[config.mk]
export PLATFORM = sky130hd
export DESIGN_NAME = lwu_ctrl
export DESIGN_NICKNAME = d
export VERILOG_FILES = /design/src/sv/lwu_pkg.sv /design/src/sv/lwu_ctrl.sv
export SDC_FILE = /design/constraint.sdc
export NUM_CORES = 1
export LEC_CHECK = 0
export BUFFER_PORTS_ARGS = -buffer_cell sky130_fd_sc_hd__buf_2
export CORE_MARGIN = 2
export CORE_UTILIZATION = 40
export DETAILED_ROUTE_END_ITERATION = 6
export GPL_ROUTABILITY_DRIVEN = 0
export HOLD_SLACK_MARGIN = 0.08
export SYNTH_ARGS = -nofsm -noshare
export SYNTH_HDL_FRONTEND = slang
export SYNTH_SLANG_ARGS = --single-unit
[constraint.sdc]
create_clock -name clk -period 3.2 [get_ports clk]
set_input_delay 0 -clock clk [delete_from_list [all_inputs] [get_ports clk]]
set_output_delay 0 -clock clk [all_outputs]
set_load 0.05 [all_outputs]
[src/sv/lwu_pkg.sv]
package lwu_pkg;

    localparam int MAX_ORDER    = 6;
    localparam int IDX_W        = 3;
    localparam int UPSAMPLE_DEF = 10;
    localparam logic [2:0] WP_RESET = 3'd5;

    // Divider sizing: the widest dividend is |term| * |x - x_j| < 2^92
    localparam int DIV_NW = 96;
    localparam int DIV_DW = 34;
    localparam int QUO_W  = 59;
    localparam logic [QUO_W-1:0] TERM_LIMIT = QUO_W'(1) << 58;

    // Step position: reciprocal multiply taken as this many partial products
    localparam int RCP_PARTS = 4;

    localparam logic [1:0] ST_OK  = 2'd0;
    localparam logic [1:0] ST_FEW = 2'd1;
    localparam logic [1:0] ST_DUP = 2'd2;

    typedef struct packed {
        logic signed [31:0] point_x;
        logic signed [31:0] point_y;
        logic               last_point;
    } point_t;

    typedef struct packed {
        logic signed [31:0] sample_x;
        logic signed [31:0] sample_y;
        logic               last_of_run;
        logic [1:0]         status;
    } sample_t;

    typedef enum logic [4:0] {
        OP_NONE,
        OP_SHIFT,
        OP_DUP,
        OP_LDA,
        OP_LDB,
        OP_MULX,
        OP_DIVX,
        OP_TAKEX,
        OP_LDY,
        OP_LDXJ,
        OP_ZERO_T,
        OP_MLO,
        OP_MHI,
        OP_DIVT,
        OP_TAKET,
        OP_ACC,
        OP_OUT,
        OP_OUT_FEW
    } dp_op_t;

    typedef struct packed {
        dp_op_t           op;
        logic [IDX_W-1:0] addr;
        logic [IDX_W-1:0] base;
        logic             last;
    } dp_cmd_t;

    typedef struct packed {
        logic dup;
        logic t_zero;
        logic div_done;
        logic out_free;
    } dp_stat_t;

endpackage

[src/sv/lwu_ctrl.sv]
module lwu_ctrl
    import lwu_pkg::*;
#(
    parameter  int UPSAMPLE = UPSAMPLE_DEF,
    localparam int STEP_W   = $clog2(UPSAMPLE)
)
(
    input  logic              clk,
    input  logic              rst_n,
    input  logic              point_valid,
    output logic              point_ready,
    input  logic              point_last,
    input  logic              cfg_wr_en,
    input  logic [2:0]        cfg_wr_data,
    input  dp_stat_t          stat,
    output dp_cmd_t           cmd,
    output logic [STEP_W-1:0] step
);

    typedef enum logic [15:0] {
        S_IDLE  = 16'b0000_0000_0000_0001,
        S_CHECK = 16'b0000_0000_0000_0010,
        S_FEW   = 16'b0000_0000_0000_0100,
        S_LDA   = 16'b0000_0000_0000_1000,
        S_LDB   = 16'b0000_0000_0001_0000,
        S_MULX  = 16'b0000_0000_0010_0000,
        S_DIVX  = 16'b0000_0000_0100_0000,
        S_WAITX = 16'b0000_0000_1000_0000,
        S_LDY   = 16'b0000_0001_0000_0000,
        S_JSEL  = 16'b0000_0010_0000_0000,
        S_MLO   = 16'b0000_0100_0000_0000,
        S_MHI   = 16'b0000_1000_0000_0000,
        S_DIVT  = 16'b0001_0000_0000_0000,
        S_WAITT = 16'b0010_0000_0000_0000,
        S_ACC   = 16'b0100_0000_0000_0000,
        S_OUT   = 16'b1000_0000_0000_0000
    } state_t;

    state_t            state_reg, state_next;
    logic [2:0]        wp_cfg_reg;
    logic [IDX_W-1:0]  ps_reg, ps_next;
    logic [IDX_W-1:0]  k_reg, k_next;
    logic [IDX_W-1:0]  i_reg, i_next;
    logic [IDX_W-1:0]  j_reg, j_next;
    logic [STEP_W-1:0] s_reg, s_next;
    logic              last_reg, last_next;

    logic [IDX_W-1:0]  wp;
    logic [IDX_W-1:0]  base;
    logic [IDX_W-1:0]  klast;
    logic              accept;
    logic              final_step;

    always_comb
    begin
        if (wp_cfg_reg < 3'd2)
        begin
            wp = IDX_W'(2);
        end
        else if (wp_cfg_reg > 3'(MAX_ORDER))
        begin
            wp = IDX_W'(MAX_ORDER);
        end
        else
        begin
            wp = IDX_W'(wp_cfg_reg);
        end
    end

    assign base       = IDX_W'(MAX_ORDER) - wp;
    assign klast      = last_reg ? wp - IDX_W'(2) : '0;
    assign accept     = point_valid && point_ready;
    assign final_step = (s_reg == STEP_W'(UPSAMPLE - 1)) && (k_reg == klast);
    assign point_ready = (state_reg == S_IDLE);
    assign step       = s_reg;

    always_comb
    begin
        state_next = state_reg;
        ps_next    = ps_reg;
        k_next     = k_reg;
        i_next     = i_reg;
        j_next     = j_reg;
        s_next     = s_reg;
        last_next  = last_reg;
        cmd.op     = OP_NONE;
        cmd.addr   = '0;
        cmd.base   = base;
        cmd.last   = 1'b0;
        case (state_reg)
            S_IDLE:
            begin
                if (accept)
                begin
                    cmd.op     = OP_SHIFT;
                    last_next  = point_last;
                    if (ps_reg < IDX_W'(MAX_ORDER))
                    begin
                        ps_next = ps_reg + IDX_W'(1);
                    end
                    state_next = S_CHECK;
                end
            end
            S_CHECK:
            begin
                if (ps_reg < wp)
                begin
                    if (last_reg)
                    begin
                        ps_next    = '0;
                        state_next = S_FEW;
                    end
                    else
                    begin
                        state_next = S_IDLE;
                    end
                end
                else
                begin
                    cmd.op     = OP_DUP;
                    k_next     = '0;
                    s_next     = '0;
                    state_next = S_LDA;
                end
            end
            S_FEW:
            begin
                if (stat.out_free)
                begin
                    cmd.op     = OP_OUT_FEW;
                    state_next = S_IDLE;
                end
            end
            S_LDA:
            begin
                cmd.op     = OP_LDA;
                cmd.addr   = base + k_reg;
                state_next = S_LDB;
            end
            S_LDB:
            begin
                cmd.op     = OP_LDB;
                cmd.addr   = base + k_reg + IDX_W'(1);
                state_next = S_MULX;
            end
            S_MULX:
            begin
                cmd.op     = OP_MULX;
                j_next     = '0;
                state_next = S_DIVX;
            end
            // One partial product of the step reciprocal per cycle
            S_DIVX:
            begin
                cmd.op   = OP_DIVX;
                cmd.addr = j_reg;
                if (j_reg == IDX_W'(RCP_PARTS - 1))
                begin
                    state_next = S_WAITX;
                end
                else
                begin
                    j_next = j_reg + IDX_W'(1);
                end
            end
            S_WAITX:
            begin
                cmd.op     = OP_TAKEX;
                i_next     = '0;
                state_next = stat.dup ? S_OUT : S_LDY;
            end
            S_LDY:
            begin
                cmd.op     = OP_LDY;
                cmd.addr   = base + i_reg;
                j_next     = '0;
                state_next = S_JSEL;
            end
            S_JSEL:
            begin
                if (j_reg == wp)
                begin
                    state_next = S_ACC;
                end
                else if (j_reg == i_reg)
                begin
                    j_next = j_reg + IDX_W'(1);
                end
                else
                begin
                    cmd.op     = OP_LDXJ;
                    cmd.addr   = base + j_reg;
                    state_next = S_MLO;
                end
            end
            S_MLO:
            begin
                if (stat.t_zero)
                begin
                    cmd.op     = OP_ZERO_T;
                    j_next     = j_reg + IDX_W'(1);
                    state_next = S_JSEL;
                end
                else
                begin
                    cmd.op     = OP_MLO;
                    state_next = S_MHI;
                end
            end
            S_MHI:
            begin
                cmd.op     = OP_MHI;
                state_next = S_DIVT;
            end
            S_DIVT:
            begin
                cmd.op     = OP_DIVT;
                state_next = S_WAITT;
            end
            S_WAITT:
            begin
                if (stat.div_done)
                begin
                    cmd.op     = OP_TAKET;
                    j_next     = j_reg + IDX_W'(1);
                    state_next = S_JSEL;
                end
            end
            S_ACC:
            begin
                cmd.op = OP_ACC;
                if (i_reg == wp - IDX_W'(1))
                begin
                    state_next = S_OUT;
                end
                else
                begin
                    i_next     = i_reg + IDX_W'(1);
                    state_next = S_LDY;
                end
            end
            S_OUT:
            begin
                if (stat.out_free)
                begin
                    cmd.op   = OP_OUT;
                    cmd.last = final_step;
                    if (s_reg != STEP_W'(UPSAMPLE - 1))
                    begin
                        s_next     = s_reg + STEP_W'(1);
                        state_next = S_LDA;
                    end
                    else if (k_reg != klast)
                    begin
                        s_next     = '0;
                        k_next     = k_reg + IDX_W'(1);
                        state_next = S_LDA;
                    end
                    else
                    begin
                        if (last_reg)
                        begin
                            ps_next = '0;
                        end
                        state_next = S_IDLE;
                    end
                end
            end
            default:
            begin
                state_next = S_IDLE;
            end
        endcase
    end

    always_ff @(posedge clk or negedge rst_n)
    begin
        if (!rst_n)
        begin
            state_reg  <= S_IDLE;
            wp_cfg_reg <= WP_RESET;
            ps_reg     <= '0;
            k_reg      <= '0;
            i_reg      <= '0;
            j_reg      <= '0;
            s_reg      <= '0;
            last_reg   <= 1'b0;
        end
        else
        begin
            state_reg <= state_next;
            ps_reg    <= ps_next;
            k_reg     <= k_next;
            i_reg     <= i_next;
            j_reg     <= j_next;
            s_reg     <= s_next;
            last_reg  <= last_next;
            if (cfg_wr_en)
            begin
                wp_cfg_reg <= cfg_wr_data;
            end
        end
    end

`ifndef SYNTH
    a_done_when_waiting: assert property (@(posedge clk) disable iff (!rst_n)
        stat.div_done |-> (state_reg == S_WAITX) || (state_reg == S_WAITT))
        else $error("divider finished outside a wait state");

    a_load_only_when_free: assert property (@(posedge clk) disable iff (!rst_n)
        ((cmd.op == OP_OUT) || (cmd.op == OP_OUT_FEW)) |-> stat.out_free)
        else $error("result register overwritten while still held");

    a_accept_then_check: assert property (@(posedge clk) disable iff (!rst_n)
        accept |=> (state_reg == S_CHECK))
        else $error("accepted request not checked");

    a_interval_in_window: assert property (@(posedge clk) disable iff (!rst_n)
        (state_reg == S_LDA) |-> (k_reg + IDX_W'(2) <= wp))
        else $error("interval index outside the window");
`endif

endmodule

Word-level counts from Yosys, hierarchy flattened
Cells that the tools add are included.
{"block": "op_classes", "n_addsub": 12, "n_lt_le_gt_ge": 4, "eq_ne": 42, "muxes": 56, "reduce_logical": 14}
{"operator": "$pmux 16 s16", "count": 1}
{"operator": "$mux 16", "count": 10}
{"operator": "$pmux 5 s16", "count": 1}
{"operator": "$mux 3", "count": 21}
{"operator": "$pmux 3 s5", "count": 2}
{"operator": "$mux 4", "count": 7}
{"operator": "$ne 2x2->1 const B", "count": 14}
{"operator": "$eq 16x1->1 const B", "count": 1}
{"operator": "$eq 16x10->1 const B", "count": 1}
{"operator": "$eq 16x11->1 const B", "count": 1}
{"operator": "$eq 16x12->1 const B", "count": 1}
{"operator": "$eq 16x13->1 const B", "count": 1}
{"operator": "$eq 16x14->1 const B", "count": 1}
{"operator": "$eq 16x15->1 const B", "count": 1}
{"operator": "$eq 16x16->1 const B", "count": 1}
{"operator": "$eq 16x2->1 const B", "count": 1}
{"operator": "$eq 16x3->1 const B", "count": 1}
{"operator": "$eq 16x4->1 const B", "count": 1}
{"operator": "$eq 16x5->1 const B", "count": 1}
{"operator": "$eq 16x6->1 const B", "count": 1}
{"operator": "$eq 16x7->1 const B", "count": 1}
{"operator": "$eq 16x8->1 const B", "count": 1}
{"operator": "$eq 16x9->1 const B", "count": 1}
{"operator": "$add 3x1->3 const B", "count": 5}
{"operator": "34 further kinds", "count": 51}
{"block": "word_totals", "regBits": 36, "inputBits": 12}

Longest topological paths before layout
{"block": "depth", "word_depth": 10, "mapped_depth": 11}

Worst setup path before layout
OpenSTA, ideal clock, no wires.
{"block": "synth_timing", "path_kind": "flip-flop to output port", "start": "register wp_cfg_reg[2]", "end": "output port cmd[6] (netlist bit)", "arrival_time_ns": 3.333, "t_required_ns": 3.200, "setup_slack_ns": -0.133, "path_stages_with_launch": 11, "path_buffers": 1, "path_cell_list": "dfstp_2 -> clkbuf_1 -> xor2_1 -> nand2_1 -> ha_1 -> inv_1 -> fa_1 -> ha_1 -> xor2_1 -> nand2_1 -> o2111ai_1"}
{"item": "start: declaration", "line": "lwu_ctrl.sv:40", "rtl": "logic [2:0] wp_cfg_reg;"}
{"item": "start signal: assignment", "line": "lwu_ctrl.sv:300", "rtl": "wp_cfg_reg <= cfg_wr_data;"}
{"item": "end: declaration", "line": "lwu_ctrl.sv:16", "rtl": "output dp_cmd_t cmd,"}

==> impl_metrics.json <==
{
  "htreeDepth": 2,
  "drv_cap": 0,
  "io_pins": 29,
  "cts.clk_slew.worst_paths_ns": 0.07,
  "netlist_instances": 348,
  "area_growth_pct": 15.81,
  "slowest_delay_ns": 0.62,
  "skew_ns": 0.009846,
  "clockBufferDepth": 2,
  "cpMaxStageDelayCell": "dfstp_2",
  "grt_max_degree": 37,
  "yosysTopAreaCellShare": 0.2791,
  "cts_tree": "built",
  "fillers": 720,
  "crit_fanout": 7,
  "synthMostInstantiatedCell": "dfrtp_1",
  "initial_core_util": 0.4102,
  "fin_crit_ns": 2.961,
  "leakage_nw": 1.602,
  "largest_register_ffs": 16,
  "syn_nets": 376,
  "grt_pass1_wl_mm": 13.37,
  "ir_drop_uv": 444.9,
  "synth_area_mm2": 0.002959,
  "min_path_type": "input pin to flop",
  "async_reset_ff_frac": 1.000,
  "placedCellCount": 465,
  "port_buffers": 28,
  "slew_headroom": 0.4321,
  "drt-vias-per-instance": 5.936,
  "synth_compound_area_frac": 0.1704,
  "clock-sinks": 36,
  "insertion_delay_ns": 0.30,
  "path_class": "flop to output port",
  "synth_top_area_cell": "dfrtp_1",
  "routed_wl_mm": 8.272,
  "synth_top_family_by_area": "simple AND/OR/NAND/NOR gates",
  "globalRouteOverflowTotal": 0,
  "die_h_um": 90.01,
  "dr.pass1.iters": 5,
  "drt-initial-drc-count": 250,
  "cp.arrival_ns": 2.96,
  "register_area_um2": 904.6,
  "core_area_mm2": 0.007214,
  "synthTopCellsByCount": "33 x dfrtp_1, 32 x nor2_1, 30 x nand2_1",
  "multi_input_area_mm2": 0.001918,
  "vias": 2867,
  "numCtsBuffers": 5,
  "start_kind": "flop",
  "synth-simple-area-share": 0.3023,
  "num_rows": 31,
  "die_area_mm2": 0.008102,
  "grt_setup_unrepaired": "false",
  "p_per_area_mw_per_mm2": 624.4,
  "synth_xor_area_frac": 0.05624,
  "setup_violations": 0,
  "synth.area.top_cells": "dfrtp_1 28%, ha_1 5.5%, nor2_1 4.1%",
  "yosys_warnings": 0,
  "drc": 0,
  "status": "finished clean",
  "synthAdderAreaFrac": 0.07526,
  "cp_data_required_time_ns": 3.20,
  "worstSetupEndpointType": "output port",
  "drive_gt1_frac": 0.1875,
  "ys_seq_area_frac": 0.3057,
  "fin_util": 0.4750,
  "cts_root_buf": "clkbuf_8",
  "period_share": 0.9252,
  "grt_util_all_layers": 0.2045,
  "slew_viol_final": 0,
  "synth.avg_cell_area_um2": 8.503,
  "synth.distinct_cells": 63,
  "tns_ns": 0,
  "path_buf_inv": 3,
  "synth_seq_cells": 36,
  "wl_per_cell_um": 17.13,
  "n_antenna_cell": 0,
  "cp_top_family": "adder cells",
  "synthMuxAreaShare": 0.03298,
  "hold_viol_final": 0,
  "worstMarginPinSlew_ns": 0.8519,
  "synth-main-ff-cell": "dfrtp_1",
  "grt_pass1_vias": 2618,
  "dp_hpwl_mm": 6.175,
  "die_width_um": 90.01,
  "ant_nets": 0,
  "critical_path.cell_chain": "inv_1, nor2_1, ha_4, inv_1, fa_1, ha_1, xor2_1, nand2_1, o2111ai_2, buf_6",
  "final_net_count": 411,
  "antenna_found_initial": 0,
  "synth_edf_count": 0,
  "stdcell_count": 483,
  "crit_top_cell": "inv_1",
  "fmax_mhz": 337.8
}
through the flow:
stage / setup slack (ns) / hold WS (ns) / total power [mW] / cell area (um2)
global route: 0.02884 / 0.1098 / 2.277 / 3427
finish: 0.2394 / 0.08686 / 2.140 / 3427
detailed placement: 0.3229 / 0.1597 / 1.742 / 3206
global placement: 0.4115 / 0.1471 / 1.737 / 3206
CTS: 0.002568 / 0.08363 / 2.120 / 3396
floorplan: 0.02477 / -0.2956 / 1.469 / 2972
repair_timing:
item	4_1_cts	5_1_grt
hold endpoints to repair	42	0
hold buffers	9	0
gates resized for setup	0	6
setup buffers	0	1
endpoints found under the setup margin	0	2
final cells by class:
cell class / instances / area share
multi-input cells: 274 / 0.5597
flip-flops and latches: 36 / 0.2640
repair buffers: 47 / 0.09018
well taps: 99 / 0.03614
clock buffers: 8 / 0.02921
inverters: 19 / 0.02081
layout by cell type (no fill, tap or decap), types with 3 or more instances in the layout:
master         netlist  layout
and2_1               6       6
mux2_2               6       6
nor4bb_1             3       3
or4_1                4       4
nor4b_1              5       5
nand4_1              6       6
nor4_1              12      12
nor3_1              13      13
inv_1               19      19
buf_4                0       9
xnor2_1             12      12
fa_1                 3       3
a22oi_1              4       4
dlygate4sd3_1        0       9
o211ai_1             5       5
nand3_1             11      11
or4b_2               6       6
xor2_1               7       6
ha_1                13      12
clkbuf_8             0       7
buf_2                2      27
dfstp_2              3       3
a21oi_1              5       5
or3_1                5       5
dfrtp_1             33      33
o22ai_1              5       5
nor2_1              32      32
nand2b_1             4       4
a22o_1               3       3
a41oi_1              3       3
a31oi_1              3       3
and3_1               7       7
o21ai_0             22      22
mux2i_1              3       3
nand2_1             30      30
logic make-up (layout without fill, tap and decap cells):
| kind of cell | Yosys count | count (layout) |
|---|---|---|
| and+or+nand+nor | 158 | 158 |
| xor gates and xnor gates | 19 | 19 |
| AOI/OAI and AO/OA | 72 | 72 |
| adders and majority gates | 16 | 16 |
| DFF | 36 | 36 |
| buffers and inverters | 38 | 74 |
| muxes | 9 | 9 |
routing by layer:
metal | routed length (um) | vias to the layer above | part of all wire | track usage
met3 | 489 | 23 | 0.059 | 0.03353
met2 | 3796 | 111 | 0.46 | 0.3302
li1 | - | 1373 | - | -
met5 | 0 | - | 0 | 0
met1 | 3799 | 1360 | 0.46 | 0.2806
met4 | 187 | 0 | 0.023 | 0.06538
power by group:
part / leakage [nW] / internal [mW] / switching [mW]
registers: 0.476 / 0.540 / 0.125
clock network: 0.0515 / 0.197 / 0.166
logic: 1.07 / 0.391 / 0.720
worst paths after layout:
| check | start | end | slack, ns | cells past startpoint |
|---|---|---|---|---|
| worst max register to register | wp_cfg_reg[2] | k_reg[0] | 0.45 | 8 |
| min in group asynchronous | rst_n | state_reg[13] | 0.35 | 2 |
| worst max-delay path | wp_cfg_reg[2] | cmd[6] | 0.24 | 10 |
| worst min register to register | ps_reg[2] | ps_reg[2] | 0.52 | 1 |
| max in group asynchronous | rst_n | state_reg[2] | 2.32 | 2 |
| worst min-delay path | stat[0] | state_reg[2] | 0.09 | 2 |
No activity file was read; power rests on OpenSTA's default activity.
